## config.mk

```make
export PLATFORM = sky130hd
export DESIGN_NAME = gregorian_date_calculator_core
export DESIGN_NICKNAME = d
export VERILOG_FILES = /design/src/gdc_pkg.sv /design/src/gregorian_date_calculator_core.sv
export SDC_FILE = /design/constraint.sdc
export NUM_CORES = 1
export LEC_CHECK = 0
export ABC_AREA = 1
export BUFFER_PORTS_ARGS = -buffer_cell sky130_fd_sc_hd__buf_2
export CORE_ASPECT_RATIO = 1.2
export CORE_MARGIN = 2
export CORE_UTILIZATION = 40
export CTS_CLUSTER_DIAMETER = 120
export CTS_CLUSTER_SIZE = 30
export DETAILED_ROUTE_END_ITERATION = 16
export SKIP_CTS_REPAIR_TIMING = 1
export SLEW_MARGIN = 25
export SYNTH_ARGS = -nofsm -noshare
export SYNTH_HDL_FRONTEND = slang
export SYNTH_SLANG_ARGS = --single-unit
export TNS_END_PERCENT = 1
```

## constraint.sdc

```tcl
create_clock -name clock -period 8.48 [get_ports clock]
set_input_delay 0.424 -clock clock [delete_from_list [all_inputs] [get_ports clock]]
set_output_delay 0.424 -clock clock [all_outputs]
set_load 0.05 [all_outputs]
```

## src/gdc_pkg.sv

```systemverilog
package gdc_pkg;

   localparam int MAX_YEAR_DEFAULT = 9999;

   // Reciprocal constants: x/100 = (x*5243)>>19 for x < 2^14,
   // x/7 = (x*586)>>12 for x < 2^9
   localparam int RECIP_100       = 5243;
   localparam int RECIP_100_SHIFT = 19;
   localparam int RECIP_7         = 586;
   localparam int RECIP_7_SHIFT   = 12;

   localparam logic [3:0] MONTH_JAN = 4'd1;
   localparam logic [3:0] MONTH_FEB = 4'd2;
   localparam logic [3:0] MONTH_DEC = 4'd12;
   localparam logic [3:0] WEEKDAY_BASE = 4'd2;

   typedef struct packed {
      logic [4:0]  day_in;
      logic [3:0]  month_in;
      logic [13:0] year_in;
      logic [3:0]  first_weekday;
   } req_type;

   typedef struct packed {
      logic        date_valid;
      logic        leap_year;
      logic [4:0]  month_length;
      logic [4:0]  next_day;
      logic [3:0]  next_month;
      logic [13:0] next_year;
      logic [4:0]  prev_day;
      logic [3:0]  prev_month;
      logic [13:0] prev_year;
      logic [8:0]  ordinal_in_year;
      logic [21:0] absolute_day;
      logic [3:0]  weekday_out;
   } rsp_type;

   // Days in month; 0 for a month code outside 1..12
   function automatic logic [4:0] month_days(input logic [3:0] m, input logic leap);
      logic [4:0] len;
      case (m)
         4'd1, 4'd3, 4'd5, 4'd7, 4'd8, 4'd10, 4'd12: len = 5'd31;
         4'd4, 4'd6, 4'd9, 4'd11:                    len = 5'd30;
         4'd2:                                       len = leap ? 5'd29 : 5'd28;
         default:                                    len = 5'd0;
      endcase
      return len;
   endfunction

   // Days in the year before the first of month m (non-leap)
   function automatic logic [8:0] days_before(input logic [3:0] m);
      logic [8:0] dbm;
      case (m)
         4'd2:    dbm = 9'd31;
         4'd3:    dbm = 9'd59;
         4'd4:    dbm = 9'd90;
         4'd5:    dbm = 9'd120;
         4'd6:    dbm = 9'd151;
         4'd7:    dbm = 9'd181;
         4'd8:    dbm = 9'd212;
         4'd9:    dbm = 9'd243;
         4'd10:   dbm = 9'd273;
         4'd11:   dbm = 9'd304;
         4'd12:   dbm = 9'd334;
         default: dbm = 9'd0;
      endcase
      return dbm;
   endfunction

   // floor(x/100) for a 14-bit value
   function automatic logic [13:0] div100(input logic [13:0] x);
      logic [26:0] prod;
      prod = 27'(x) * 27'(RECIP_100);
      return 14'(prod >> RECIP_100_SHIFT);
   endfunction

   // x mod 7 for a 9-bit value
   function automatic logic [2:0] mod7_9(input logic [8:0] x);
      logic [18:0] prod;
      logic [8:0]  q;
      logic [8:0]  r;
      prod = 19'(x) * 19'(RECIP_7);
      q    = 9'(prod >> RECIP_7_SHIFT);
      r    = x - 9'(q * 9'd7);
      return r[2:0];
   endfunction

   // x mod 7 for a value below 21
   function automatic logic [2:0] mod7_small(input logic [4:0] x);
      logic [4:0] r;
      if (x >= 5'd14) begin
         r = x - 5'd14;
      end else if (x >= 5'd7) begin
         r = x - 5'd7;
      end else begin
         r = x;
      end
      return r[2:0];
   endfunction

endpackage

```

## src/gregorian_date_calculator_core.sv

```systemverilog
// Gregorian date calculator.
// Input channel req_*: one beat carries a date (day, month, year) and the
// weekday of 1 January of that year. Output channel rsp_*: one beat per input
// beat, in order, with the validity flag, leap flag, month length, next and
// previous date, ordinal day, day count from 1/1/1 and the weekday.
// The pipeline has three register stages: divide-by-reciprocal and year*365,
// calendar decode and base sum, date stepping and weekday. Throughput: one
// beat per cycle while the output is not stalled.
// A stage holding a beat advances when the stage after it is empty or
// advancing, so bubbles close up while the output is stalled and req_stall
// rises only when all three stages hold beats and rsp_stall is high.
// A stalled rsp beat holds its payload until taken.
// Reset (synchronous) empties the pipeline; the payload registers are not reset.
module gregorian_date_calculator_core #(
   parameter int MAX_YEAR = gdc_pkg::MAX_YEAR_DEFAULT
) (
   input  logic             clock,
   input  logic             reset,
   input  logic             req_valid,
   output logic             req_stall,
   input  gdc_pkg::req_type req_data,
   output logic             rsp_valid,
   input  logic             rsp_stall,
   output gdc_pkg::rsp_type rsp_data
);
   import gdc_pkg::*;

   // stage 1 registers
   logic        s1_valid_ff, s1_valid_in;
   req_type     s1_req_ff;
   logic [13:0] s1_qy_ff, s1_qb_ff;
   logic [21:0] s1_y365_ff;

   // stage 2 registers
   logic        s2_valid_ff, s2_valid_in;
   req_type     s2_req_ff;
   logic        s2_date_ok_ff, s2_leap_ff;
   logic [4:0]  s2_len_ff;
   logic [8:0]  s2_ord_ff;
   logic [21:0] s2_base_ff;
   logic [2:0]  s2_fwm_ff;

   // output registers
   logic        rsp_valid_ff, rsp_valid_in;
   rsp_type     rsp_data_ff, rsp_data_in;

   logic en1, en2, en3;

   // stage 1 combinational
   logic [13:0] yb1;
   logic [13:0] qy_in, qb_in;
   logic [21:0] y365_in;

   // stage 2 combinational
   logic [13:0] y2, yb2, r100;
   logic        leap_in, date_ok_in;
   logic [4:0]  len_in;
   logic [8:0]  ord_in;
   logic [21:0] base_in;
   logic [2:0]  fwm_in;

   // stage 3 combinational
   logic [2:0]  ordm;
   logic [3:0]  wsum;
   logic [2:0]  wmod;

   // advance when downstream slot is free or moving
   assign en3       = !rsp_valid_ff || !rsp_stall;
   assign en2       = !s2_valid_ff || en3;
   assign en1       = !s1_valid_ff || en2;
   assign req_stall = !en1;

   assign s1_valid_in  = en1 ? req_valid : s1_valid_ff;
   assign s2_valid_in  = en2 ? s1_valid_ff : s2_valid_ff;
   assign rsp_valid_in = en3 ? s2_valid_ff : rsp_valid_ff;

   // stage 1: quotients by 100 and year*365
   always_comb begin
      yb1     = req_data.year_in - 14'd1;
      qy_in   = div100(req_data.year_in);
      qb_in   = div100(yb1);
      y365_in = 22'(yb1) * 22'd365;
   end

   // stage 2: leap, month length, validity, ordinal, base day count, weekday offset
   always_comb begin
      y2         = s1_req_ff.year_in;
      yb2        = y2 - 14'd1;
      r100       = y2 - 14'(s1_qy_ff * 14'd100);
      leap_in    = (r100 == 14'd0) ? (s1_qy_ff[1:0] == 2'd0) : (y2[1:0] == 2'd0);
      len_in     = month_days(s1_req_ff.month_in, leap_in);
      date_ok_in = (y2 != 14'd0) && (32'(y2) <= MAX_YEAR) &&
                   (s1_req_ff.day_in != 5'd0) && (s1_req_ff.day_in <= len_in);
      ord_in     = days_before(s1_req_ff.month_in) + 9'(s1_req_ff.day_in) +
                   9'(leap_in && (s1_req_ff.month_in > MONTH_FEB));
      base_in    = s1_y365_ff + 22'(yb2 >> 2) - 22'(s1_qb_ff) + 22'(s1_qb_ff >> 2);
      fwm_in     = mod7_small(5'(s1_req_ff.first_weekday) + 5'd5);
   end

   // stage 3: next/previous date, day count, weekday
   always_comb begin
      ordm = mod7_9(s2_ord_ff - 9'd1);
      wsum = 4'(s2_fwm_ff) + 4'(ordm);
      wmod = (wsum >= 4'd7) ? 3'(wsum - 4'd7) : wsum[2:0];

      rsp_data_in              = '0;
      rsp_data_in.date_valid   = s2_date_ok_ff;
      rsp_data_in.leap_year    = s2_leap_ff;
      rsp_data_in.month_length = s2_len_ff;
      if (s2_date_ok_ff) begin
         // following date
         rsp_data_in.next_day   = s2_req_ff.day_in + 5'd1;
         rsp_data_in.next_month = s2_req_ff.month_in;
         rsp_data_in.next_year  = s2_req_ff.year_in;
         if (s2_req_ff.day_in == s2_len_ff) begin
            rsp_data_in.next_day = 5'd1;
            if (s2_req_ff.month_in == MONTH_DEC) begin
               rsp_data_in.next_month = MONTH_JAN;
               rsp_data_in.next_year  = s2_req_ff.year_in + 14'd1;
            end else begin
               rsp_data_in.next_month = s2_req_ff.month_in + 4'd1;
            end
         end
         // preceding date
         rsp_data_in.prev_day   = s2_req_ff.day_in - 5'd1;
         rsp_data_in.prev_month = s2_req_ff.month_in;
         rsp_data_in.prev_year  = s2_req_ff.year_in;
         if (s2_req_ff.day_in == 5'd1) begin
            if (s2_req_ff.month_in == MONTH_JAN) begin
               rsp_data_in.prev_month = MONTH_DEC;
               rsp_data_in.prev_year  = s2_req_ff.year_in - 14'd1;
               rsp_data_in.prev_day   = month_days(MONTH_DEC, 1'b0);
            end else begin
               rsp_data_in.prev_month = s2_req_ff.month_in - 4'd1;
               rsp_data_in.prev_day   = month_days(s2_req_ff.month_in - 4'd1, s2_leap_ff);
            end
         end
         rsp_data_in.ordinal_in_year = s2_ord_ff;
         rsp_data_in.absolute_day    = s2_base_ff + 22'(s2_ord_ff);
         rsp_data_in.weekday_out     = 4'(wmod) + WEEKDAY_BASE;
      end
   end

   // valid bits
   always_ff @(posedge clock) begin
      if (reset) begin
         s1_valid_ff  <= 1'b0;
         s2_valid_ff  <= 1'b0;
         rsp_valid_ff <= 1'b0;
      end else begin
         s1_valid_ff  <= s1_valid_in;
         s2_valid_ff  <= s2_valid_in;
         rsp_valid_ff <= rsp_valid_in;
      end
   end

   // payload registers
   always_ff @(posedge clock) begin
      if (en1) begin
         s1_req_ff  <= req_data;
         s1_qy_ff   <= qy_in;
         s1_qb_ff   <= qb_in;
         s1_y365_ff <= y365_in;
      end
      if (en2) begin
         s2_req_ff     <= s1_req_ff;
         s2_date_ok_ff <= date_ok_in;
         s2_leap_ff    <= leap_in;
         s2_len_ff     <= len_in;
         s2_ord_ff     <= ord_in;
         s2_base_ff    <= base_in;
         s2_fwm_ff     <= fwm_in;
      end
      if (en3) begin
         rsp_data_ff <= rsp_data_in;
      end
   end

   assign rsp_valid = rsp_valid_ff;
   assign rsp_data  = rsp_data_ff;

endmodule

```

=== Word level (Yosys, flattened, before mapping) ===
Memory sizes are Yosys's and may differ from the RTL's. A register that Yosys moved wholly into a read port is not among the register bits.
Index checks and enable logic that the tools add are counted.

* Flip-flop bits (word level): 220
* Memory bits (read-only): 144
* Input port bits: 31
* Memories: 1

{| class="wikitable"
|+ Memories
! name !! depth !! width !! rd ports !! clocked after Yosys merged registers in !! wr ports !! RTL line !! source
|-
| (name not given) || 16 || 9 || 1 || 1 || 0 || gdc_pkg.sv:54 || <nowiki>case (m)</nowiki>
|}

* Add/subtract/negate cells: 23
* $mul: 6
* $lt $le $gt $ge: 6
* Equal/unequal tests: 28
* Muxes and demuxes: 15
* Bitwise operators: 1
* Reduce and logical (&&, ||, !) cells: 22

{| class="wikitable"
|+ Operators with widths
! kind !! count
|-
| $mul 14x13->27 const B || 2
|-
| $eq 4x4->1 const B || 11
|-
| $sub 14x1->14 const B || 3
|-
| $eq 4x3->1 const B || 8
|-
| $pmux 5 s3 || 2
|-
| $mux 14 || 2
|-
| $mux 23 || 1
|-
| $add 22x12->22 || 1
|-
| $add 22x6->22 || 1
|-
| $add 22x9->22 || 1
|-
| $mul 14x9->22 const B || 1
|-
| $sub 22x8->22 || 1
|-
| $mux 19 || 1
|-
| $mul 9x9->18 const B || 1
|-
| $eq 4x2->1 const B || 4
|-
| $add 14x1->14 const B || 1
|-
| $le 14x14->1 const B || 1
|-
| $logic_not 14->1 || 1
|-
| $reduce_bool 14->1 || 1
|-
| $reduce_or 7->1 || 2
|-
| $sub 14x14->14 || 1
|-
| $eq 4x1->1 const B || 3
|-
| $mul 8x5->12 const B || 1
|-
| $add 9x1->9 || 1
|-
| other kinds (31) || 49
|}

=== Longest topological paths before layout ===
Gate-level depths: netlist of the first run.

* Depth after elaboration: 8
* Mapped depth: 45

=== Worst setup path after synthesis of the first run ===
OpenSTA, ideal clock, no wires.

* Path kind: reg-to-reg
* Start point: register s2_ord_ff[0]
* End point: register rsp_data_ff (netlist bit rsp_data[2]) (data pin)
* Arrival time: 6.432 ns
* Required time: 8.230 ns
* Slack: 1.798 ns
* Stages on the path, launching flop included: 42
* Buffers on the path: 0
* Path through: edfxtp_1 inv_1 ha_1 nand2_1 nor2_2 nand2_1 nor2_2 xor2_1 ha_1 ha_1 ha_1 inv_1 fa_1 inv_1 ha_1 a21oi_1 nor2_1 nor2_1 (+6 left out) inv_1 xor2_1 nand3_1 nand2_1 nand2_1 nand2_1 nand2_1 nand2_1 inv_1 ha_1 xor2_1 nor2_1 a2111oi_0 inv_1 o21ai_0 ha_1 nand2_1 inv_1

* Word-level cells in the longest chain between the ends: 8

{| class="wikitable"
|+ Ends and longest elaborated chain
! element !! RTL line !! source
|-
| start: declaration || gregorian_date_calculator_core.sv:39 || <nowiki>logic [8:0] s2_ord_ff;</nowiki>
|-
| start signal: assignment || gregorian_date_calculator_core.sv:170 || <nowiki>s2_ord_ff <= ord_in;</nowiki>
|-
| $sub 9x1->9 * || gregorian_date_calculator_core.sv:102 || <nowiki>ordm = mod7_9(s2_ord_ff - 9'd1);</nowiki>
|-
| $mul 9x9->18 || gdc_pkg.sv:83 || <nowiki>prod = 19'(x) * 19'(RECIP_7);</nowiki>
|-
| $mul 7x3->3 || gdc_pkg.sv:85 || <nowiki>r = x - 9'(q * 9'd7);</nowiki>
|-
| $sub 3x3->3 * || gdc_pkg.sv:85 ||
|-
| $add 3x3->4 * || gregorian_date_calculator_core.sv:103 || <nowiki>wsum = 4'(s2_fwm_ff) + 4'(ordm);</nowiki>
|-
| $ge 4x3->1 or $sub 3x3->3 (tied branches) || gregorian_date_calculator_core.sv:104 || <nowiki>wmod = (wsum >= 4'd7) ? 3'(wsum - 4'd7) : wsum[2:0];</nowiki>
|-
| $mux 3 * || gregorian_date_calculator_core.sv:104 ||
|-
| $add 3x2->4 * || gregorian_date_calculator_core.sv:140 || <nowiki>rsp_data_in.weekday_out = 4'(wmod) + WEEKDAY_BASE;</nowiki>
|-
| end signal: assignment || gregorian_date_calculator_core.sv:175 || <nowiki>rsp_data_ff <= rsp_data_in;</nowiki>
|-
| end: declaration || gregorian_date_calculator_core.sv:45 || <nowiki>rsp_type rsp_data_ff, rsp_data_in;</nowiki>
|}

Every way passes the cells marked *; elsewhere a longest branch is shown, timed or not.
A chain may end at the register's enable or synchronous reset.

=== Worst setup path after layout of the first run ===
Ends and elaborated chain as after synthesis.

==> results of run 1 <==
[cell usage in the layout, fill, tap and decap left out, types with 13 or more instances in the layout]
cell      instances
inv_1           594
ha_1            395
nand2_1         375
edfxtp_1        213
fa_1            196
a21oi_1         150
nor2_1          148
buf_2           120
xor2_1           95
nand3_1          92
o21ai_0          85
nand4_1          32
nor3_1           28
xnor2_1          26
o21a_1           13
[cell usage after synthesis (3+ instances only)]
library cell,instances
edfxtp_1,213
inv_2,7
dfxtp_1,12
nand3b_1,4
nand2_1,376
nor2_4,6
nand3_1,92
xor2_1,95
nand2_2,10
buf_2,4
a21boi_0,3
xnor2_1,26
nand4_1,32
a21oi_1,150
o31ai_1,4
o21a_1,13
a31oi_1,9
o21ai_0,85
nor3_1,28
nor2_2,8
nand3_4,3
o22ai_1,3
or2_2,8
nor2_1,148
clkbuf_1,8
o21bai_1,6
ha_1,395
a21o_1,12
a211oi_1,8
fa_1,196
nor4_1,6
o21ai_1,7
inv_1,596
o211ai_1,3
[worst paths after layout]
kind / from / to / slack [ns] / depth (start not counted)
max: s2_ord_ff[0] / rsp_data[2] / 0.82 / 41
min reg2reg: s1_req_ff[22] / s2_req_ff[22] / 0.46 / 0
min: req_data[24] / s1_req_ff[24] / 0.11 / 1
max reg2reg: s2_ord_ff[0] / rsp_data[2] / 0.82 / 41
[state kept, by name, summed over array words and instances (netlist names), 9 cells and up, named ones only]
register and count:
s1_y365_ff 22, rsp_data 86, s1_req_ff 13, y2 14, s2_ord_ff 9, s2_base_ff 22, s2_req_ff 23
[per-stage QoR]
stage                     cells  setup WS, ns  utilization
after floorplan            2606          1.80            -
after global placement     3513          1.01        0.430
after CTS                  3528         0.846        0.435
after detailed placement   3513         0.917        0.430
final                      3528         0.820        0.435
after global routing       3528         0.166        0.435
[critical path: cells and delay by family (launching register included)]
| family | cells | cell delay, ns |
|---|---|---|
| AO/OA/AOI/OAI | 3 | 0.78 |
| XOR/XNOR | 4 | 0.95 |
| adder cells (fa/ha/maj) | 9 | 2.91 |
| buffers and inverters | 8 | 0.72 |
| flip-flops | 1 | 0.52 |
| AND/OR/NAND/NOR | 17 | 1.50 |
[per-layer routing]
layer / wire [um] / part of all wire
met1: 23500 / 0.42
met3: 1370 / 0.025
met5: 0 / 0
met2: 29100 / 0.52
met4: 1580 / 0.028
[area by class of cell]
cell class | instances | area, um^2 | area share
clock buffer | 13 | 283 | 0.0110
clock inverter | 2 | 20.0 | 0.000776
inverter | 604 | 2270 | 0.0879
multi-input combinational | 1760 | 15000 | 0.580
sequential | 225 | 6640 | 0.257
tap | 800 | 1000 | 0.0388
timing repair buffer | 124 | 631 | 0.0244
[cell families (layout without fill, tap and decap cells)]
group                      Yosys count  count (layout)
and+or+nand+nor                    735             735
buffers and inverters              621             743
adders and majority gates          591             591
AOI/OAI and AO/OA                  313             313
DFF                                225             225
xor gates and xnor gates           121             121
==> summary.txt, run 1 <==
RSZ-0062 raised after global routing -> false
Ys flop type -> edfxtp_1
Synth Area in Compound Gates -> 0.0733
Nets -> 3348
Tmin final -> 7.66 ns
Synth warn -> 0
Clock Latency Late Sink -> 0.50 ns
Drt pass-1 iters -> 5
CP peak stage delay -> 0.53 ns
First-pass GRT wire length -> 90800 um
Final number of max-transition violations -> 0
Synth Register Bits -> 225
# fillers -> 5838
Count of input and output buffers -> 120
Synth area leaders -> edfxtp_1 (27%), ha_1 (21%), fa_1 (16%)
Fin area -> 25800 um^2
Area Growth Syn to Fin -> 7.72%
Required time of the critical path -> 8.73 ns
Sequential element share of the synthesized area -> 0.277
FMAX -> 0.131 GHz
Mux contribution to synthesized area -> 0
Total placed instance area -> 25500 um^2
Initial Util -> 0.404
Root buf cell -> clkbuf_16
Adder-cell area share of the yosys netlist -> 0.370
Clk slew on worst S/H paths -> 0.12 ns
Detailed Route WL -> 55600 um
Post-Synth Simple-Gate Area -> 0.137
Clock Sinks -> 225
Ant diodes -> 0
Largest net degree at the start of global routing -> 71
Most frequent CP cell -> nand2_1
IO Pins -> 121
CP Launch Type -> register
Number of global-route vias before repair -> 18000
ANT nets after route -> 0
Netlist Area Pre-Place -> 23900 um^2
Share of post-route cells with drive strength above 1 -> 0.0700
Largest family of logic cells by synthesized area -> adder cells
CP max-delay cell -> fa_1
Post-Synthesis Cells -> 2606
CTS H-Tree Depth -> 1
Avg Vias per Cell -> 4.88
Antenna violations before repair -> 0
Grt met1 use -> 0.223
Max-Cap Viols -> 0
Cell taking the most area after synthesis -> edfxtp_1
Grt total ovfl -> 0
Synthesized area per cell -> 9.19 um^2
Hold violation total from the final report -> 0
Crit Path Class -> register to register
TritonCTS Buffers -> 11
Starting DRC count in detailed routing -> 872
Relative slew slack -> 0.359
Final setup vio count -> 0
Xor/xnor share of the synthesized area -> 0.0443
Total number of vias -> 17200
Status -> finished clean
Kind of end point of the critical path -> register
Met3 GRT Util -> 0.0101
WL/cell -> 15.8 um
Core ar. -> 59300 um^2
EDFF count, synth -> 213
Worst-margin pin slew -> 0.958 ns
Die Span X -> 227 um
Die area -> 61900 um^2
FFs w/ async S/R, synth -> 0
Max Root-Sink Buffers -> 3
Worst-path maximum fanout -> 6
Worst EP arrival -> 7.91 ns
GRT Overall Usage -> 0.184
Met2 GRT Util -> 0.349
Vert. Die Dim -> 272 um
CTS tree -> done
Syn nets -> 3228
GP Congestion -> 0.932
Post-synth cell types -> 56
Worst hold path class -> input pin to register
Post-route clock period utilization -> 0.903
WHS -> 0.109 ns
Synth top area share -> 0.267
DRC -> 0
Row count -> 98
DPL Wire Length -> 47800 um
Skew final -> 0.0332 ns
Global route hottest layer -> met2
Final TNS setup -> 0 ns
Power of run 1 is left out: the tool's default activity adds up to more than one toggle a clock period on the data nets, which glitch-free logic cannot reach.
==> run 2: changes to the inputs <==
Settings changed: CTS_BUF_LIST set to sky130_fd_sc_hd__clkbuf_2 sky130_fd_sc_hd__clkbuf_4 sky130_fd_sc_hd__clkbuf_8.
==> run 2 against run 1 <==
Maximum frequency fell by 0.35%. Die area did not move. Core utilization fell by 0.19 points. Clock skew rose by 0.015 ns. Critical path type unchanged.
==> summary.txt, run 2 (synthesis gave the netlist of run 1 again) <==
Most frequent CP cell -> nand2_1
FMAX -> 0.130 GHz (-0.35%)
Grt total ovfl -> 0 (unchanged)
Clock Sinks -> 225 (unchanged)
Root buf cell -> clkbuf_8
Hold path cells -> 1 (unchanged)
Worst-margin pin slew -> 0.961 ns (+0.00259 ns)
IO Pins -> 121 (unchanged)
Relative slew slack -> 0.357 (-0.00173)
Reg2Reg Depth -> 41 (unchanged)
R2R Path End -> rsp_data[2]
Skew final -> 0.0482 ns (+0.0150 ns)
First-pass GRT wire length -> 91000 um (+0.18%)
DPL Wire Length -> 47800 um (unchanged)
GRT Overall Usage -> 0.185 (about the same)
Starting DRC count in detailed routing -> 897 (+2.9%)
Row count -> 98 (unchanged)
GP Congestion -> 0.932 (unchanged)
Clk slew on worst S/H paths -> 0.20 ns (+0.08 ns)
Largest net degree at the start of global routing -> 71 (unchanged)
Area Growth Syn to Fin -> 7.25%
CP Launch Type -> register
Post-route clock period utilization -> 0.907 (+0.00318)
Initial Util -> 0.404 (unchanged)
Tmin final -> 7.69 ns (+0.0269 ns)
ANT nets after route -> 0 (unchanged)
Number of global-route vias before repair -> 18000 (-0.017%)
Nets -> 3348 (unchanged)
Final setup vio count -> 0 (unchanged)
Final number of max-transition violations -> 0 (unchanged)
Worst r2r src -> s2_ord_ff[0]
Avg Vias per Cell -> 4.86 (-0.31%)
Max Root-Sink Buffers -> 3 (unchanged)
Required time of the critical path -> 8.81 ns (+0.08 ns)
Worst hold path class -> input pin to register
Clock Latency Late Sink -> 0.58 ns (+0.08 ns)
Max reg flops -> 86 (unchanged)
Most common cell after layout, fill and taps aside -> inv_1
CP top delay family -> adder cells
Total number of vias -> 17200 (-0.28%)
Max-Cap Viols -> 0 (unchanged)
CTS H-Tree Depth -> 1 (unchanged)
Hold path start -> req_data[24]
Worst EP arrival -> 8.02 ns (+0.11 ns)
Final TNS setup -> 0 ns (unchanged)
Core ar. -> 59300 um^2 (unchanged)
Kind of end point of the critical path -> register
WP buf/inv -> 8 (unchanged)
Hold Path Sink -> s1_req_ff[24]
WL/cell -> 15.7 um (about the same)
Drt pass-1 iters -> 5 (unchanged)
Reg-to-reg slack, setup -> 0.79 ns (-0.03 ns)
CP max-delay cell -> edfxtp_1
Die area -> 61900 um^2 (unchanged)
Worst-path maximum fanout -> 6 (unchanged)
Die Span X -> 227 um (unchanged)
Status -> finished clean
Crit Path Class -> register to register
CTS tree -> done
Vert. Die Dim -> 272 um (unchanged)
Hold violation total from the final report -> 0 (unchanged)
Count of input and output buffers -> 120 (unchanged)
TritonCTS Buffers -> 11 (unchanged)
RSZ-0062 raised after global routing -> false
CP peak stage delay -> 0.55 ns (+0.02 ns)
Detailed Route WL -> 55600 um (about the same)
Antenna violations before repair -> 1 (+1)
Share of post-route cells with drive strength above 1 -> 0.0707 (+0.000733)
DRC -> 0 (unchanged)
Commonest non-fill, non-tap cells in the layout -> inv_1 (594), ha_1 (395), nand2_1 (375), edfxtp_1 (213), fa_1 (196)
run 2: cell count changes in the layout (fill, tap and decap cells not counted), sizes merged:
cell   delta
diode     +1
run 2: routing by layer:
layer | up-vias | share of wire | track usage
li1 | 8640 | - | -
met1 | 8199 | 0.42 | 0.223
met2 | 263 | 0.53 | 0.354
met3 | 53 | 0.025 | 0.00928
met4 | 0 | 0.022 | 0.0459
met5 | - | 0 | 0
run 2: worst max path at each step:
stage	cells past startpoint	slack [ns]	endpoint	startpoint
3_5_place_dp	41	0.92	rsp_data[2]	s2_ord_ff[0]
4_1_cts	41	0.83	rsp_data[2]	s2_ord_ff[0]
2_1_floorplan	41	1.80	rsp_data[2]	s2_ord_ff[0]
5_1_grt	41	0.15	rsp_data[2]	s2_ord_ff[0]
6_report	41	0.79	rsp_data[2]	s2_ord_ff[0]
3_3_place_gp	41	1.01	rsp_data[2]	s2_ord_ff[0]
run 2: layout make-up:
type / count / area, um^2
multi-input combinational: 1760 / 15000
inverter: 604 / 2270
timing repair buffer: 124 / 631
fill: 5855 / 33700
sequential: 225 / 6640
tap: 800 / 1000
antenna: 1 / 2.50
clock inverter: 2 / 20.0
clock buffer: 13 / 166
run 2: worst reg2reg max path, delay by kind of cell (launching register included):
kind,cells,cell delay (ns)
buffers and inverters,8,0.72
adder cells (fa/ha/maj),9,2.91
flip-flops,1,0.55
AO/OA/AOI/OAI,3,0.80
AND/OR/NAND/NOR,17,1.50
XOR/XNOR,4,0.96
run 2: metrics by stage:
step                      std cells   util  hold slack (ns)  worst slack (ns)  instance area [um^2]
after CTS                      3528  0.433          0.00486             0.829                 25700
after detailed placement       3513  0.430            0.446             0.917                 25500
after floorplan                2606      -            0.425              1.80                 23900
after global routing           3529  0.433           0.0129             0.149                 25700
final                          3529  0.433           0.0398             0.793                 25700
after global placement         3513  0.430            0.443              1.01                 25500
Power of run 2 is left out for the same reason.
==> run 3: changes to the inputs <==
Settings changed: ABC_AREA 1 to not set.
==> run 3 against run 2 <==
Die area fell by 6.8%. Synthesized area fell by 6.9%. Design area fell by 6.5%. Count of clock-buffer cells in the layout rose by 1. Synthesized cell count fell by 20%. Clock skew fell by 0.0061 ns. Core utilization rose by 0.42 points. Cell count fell by 17%. Highest routed layer unchanged. Non-clock buffer count rose by 7. Worst hold slack improved by 0.0043 ns.
==> summary.txt, run 3 <==
Largest family of logic cells by synthesized area -> adder cells
Worst EP arrival -> 8.08 ns (+0.06 ns)
Netlist Area Pre-Place -> 22300 um^2 (-6.9%)
Hold violation total from the final report -> 0 (unchanged)
Final TNS setup -> 0 ns (unchanged)
Multi-input gate area -> 14000 um^2 (-6.2%)
CTS H-Tree Depth -> 1 (unchanged)
Synth Area in Compound Gates -> 0.0762 (+0.00293)
Cell taking the most area after synthesis -> edfxtp_1
Grt met1 use -> 0.194 (-0.0284)
Most frequent CP cell -> xnor2_1
Die Span X -> 220 um (-3.4%)
Mux contribution to synthesized area -> 0.00735 (+0.00735)
Die area -> 57700 um^2 (-6.8%)
# fillers -> 5211 (-11%)
Synthesized area per cell -> 10.7 um^2 (+17%)
Worst hold path class -> input pin to register
Max-Cap Viols -> 0 (unchanged)
Ys flop type -> edfxtp_1
ANT nets after route -> 0 (unchanged)
Sequential cell area -> 6640 um^2 (unchanged)
Max Root-Sink Buffers -> 3 (unchanged)
FMAX -> 0.129 GHz (-0.62%)
Drt pass-1 iters -> 7 (+2)
Final number of max-transition violations -> 0 (unchanged)
Synth Register Bits -> 225 (unchanged)
Share of post-route cells with drive strength above 1 -> 0.0750 (+0.00422)
Clk slew on worst S/H paths -> 0.18 ns (-0.02 ns)
Commonest cells in the netlist -> inv_1 (411), ha_1 (395), edfxtp_1 (213), fa_1 (196), nor2_1 (117)
Most common cell after layout, fill and taps aside -> inv_1
WHS -> 0.0441 ns (+0.00431 ns)
DPL Wire Length -> 39300 um (-18%)
Global route hottest layer -> met2
Count leader, synth -> inv_1
Reg-to-reg slack, setup -> 0.74 ns (-0.05 ns)
IO Pins -> 121 (unchanged)
Nets -> 2821 (-16%)
Grt total ovfl -> 0 (unchanged)
Final setup vio count -> 0 (unchanged)
FFs w/ async S/R, synth -> 0 (unchanged)
Clock Sinks -> 225 (unchanged)
Total number of vias -> 14500 (-15%)
Synth warn -> 0 (unchanged)
Core ar. -> 54900 um^2 (-7.5%)
Post-Synth Simple-Gate Area -> 0.0849 (-0.0516)
Antenna violations before repair -> 3 (+2)
CP Launch Type -> register
RSZ-0062 raised after global routing -> false
Number of global-route vias before repair -> 15300 (-15%)
Initial Util -> 0.406 (+0.00255)
Avg Vias per Cell -> 4.97 (+2.3%)
Kind of end point of the critical path -> register
Max reg flops -> 86 (unchanged)
Required time of the critical path -> 8.82 ns (about the same)
Met2 GRT Util -> 0.310 (-0.0440)
Skew final -> 0.0421 ns (-0.00610 ns)
Synth area leaders -> edfxtp_1 (29%), ha_1 (22%), fa_1 (18%)
Post-Synthesis Cells -> 2080 (-20%)
CP peak stage delay -> 0.54 ns (about the same)
Vert. Die Dim -> 263 um (-3.4%)
GRT Overall Usage -> 0.163 (-0.0220)
DRC -> 0 (unchanged)
TritonCTS Buffers -> 11 (unchanged)
CTS tree -> done
Root buf cell -> clkbuf_8
Starting DRC count in detailed routing -> 593 (-34%)
Worst-path maximum fanout -> 6 (unchanged)
Synth top area share -> 0.287 (+0.0197)
Syn nets -> 2702 (-16%)
Post-synth cell types -> 69 (+23%)
Commonest non-fill, non-tap cells in the layout -> inv_1 (410), ha_1 (395), edfxtp_1 (213), fa_1 (196), buf_2 (120)
Tmin final -> 7.74 ns (+0.0480 ns)
Clock Latency Late Sink -> 0.56 ns (-0.02 ns)
Detailed Route WL -> 46300 um (-17%)
CP max-delay cell -> fa_1
Crit Path Class -> register to register
Sequential element share of the synthesized area -> 0.298 (+0.0204)
Met3 GRT Util -> 0.00914 (-0.000134)
EDFF count, synth -> 213 (unchanged)
Worst-margin pin slew -> 0.878 ns (-0.0833 ns)
Status -> finished clean
Xor/xnor share of the synthesized area -> 0.0623 (+0.0180)
Relative slew slack -> 0.398 (+0.0410)
Area Growth Syn to Fin -> 7.61%
Count of input and output buffers -> 120 (unchanged)
First-pass GRT wire length -> 75800 um (-17%)
GP Congestion -> 0.900 (-3.5%)
Post-route clock period utilization -> 0.912 (+0.00566)
WL/cell -> 15.8 um (+0.51%)
Row count -> 94 (-4.1%)
Largest net degree at the start of global routing -> 69 (-2.8%)
Adder-cell area share of the yosys netlist -> 0.397 (+0.0273)
==> run 3: cell types whose count changed in the layout (fill, tap and decap cells not counted), moves of 20 or more <==
cell     change
o21ai_0     -30
nor2_1      -31
xnor2_1     +79
xor2_1      -44
nand2_1    -298
inv_1      -184
and2_1      +20
nand3_1     -57
a21oi_1     -57
==> run 3: layout make-up <==
class,count,area share
Antenna cell,3,0.000313
Clock buffer,14,0.00725
Clock inverter,1,0.000678
Inverter,411,0.0643
Multi-Input combinational cell,1419,0.585
Sequential cell,225,0.276
Tap cell,720,0.0375
Timing Repair Buffer,131,0.0288
==> run 3: worst paths after layout <==
| kind | from | cells after the start | to |
|---|---|---|---|
| worst max-delay path | s2_ord_ff[0] | 32 | rsp_data[2] |
| worst min-delay path | reset | 2 | s2_valid_ff |
| worst max register to register | s2_ord_ff[0] | 32 | rsp_data[2] |
| worst min register to register | s1_valid_ff | 2 | s2_valid_ff |
==> run 3: worst max-delay path: cells and delay by family (launching register included) <==
family	cells	cell delay, ns
and+or+nand+nor	5	0.86
xor gates and xnor gates	10	1.63
muxes	1	0.39
buffers and inverters	4	0.38
AOI/OAI and AO/OA	3	0.85
adders and majority gates	9	3.00
DFF	1	0.42
==> run 3: kinds of logic (layout without fill, tap and decap cells) <==
group,after synthesis,in the layout
compound gates,267,267
xor+xnor,157,157
fa+ha+maj,591,591
buf+inv,436,557
flops,225,225
mux,16,16
other cells,0,3
simple gates,388,388
==> run 3: per-layer routing <==
metal  vias up  part of all wire
met1      7105              0.42
met5         -                 0
met4         0             0.024
met2       176              0.54
met3        52             0.022
li1       7209                 -
==> run 3: through the flow <==
stage | utilization | instances | cell area, um^2 | worst slack, ns
after floorplan | - | 2080 | 22300 | 1.23
final | 0.437 | 2924 | 24000 | 0.745
after global routing | 0.437 | 2924 | 24000 | 0.206
after detailed placement | 0.433 | 2906 | 23800 | 0.725
after CTS | 0.437 | 2921 | 24000 | 0.688
after global placement | 0.433 | 2905 | 23800 | 0.872
Power of run 3 is left out for the same reason.
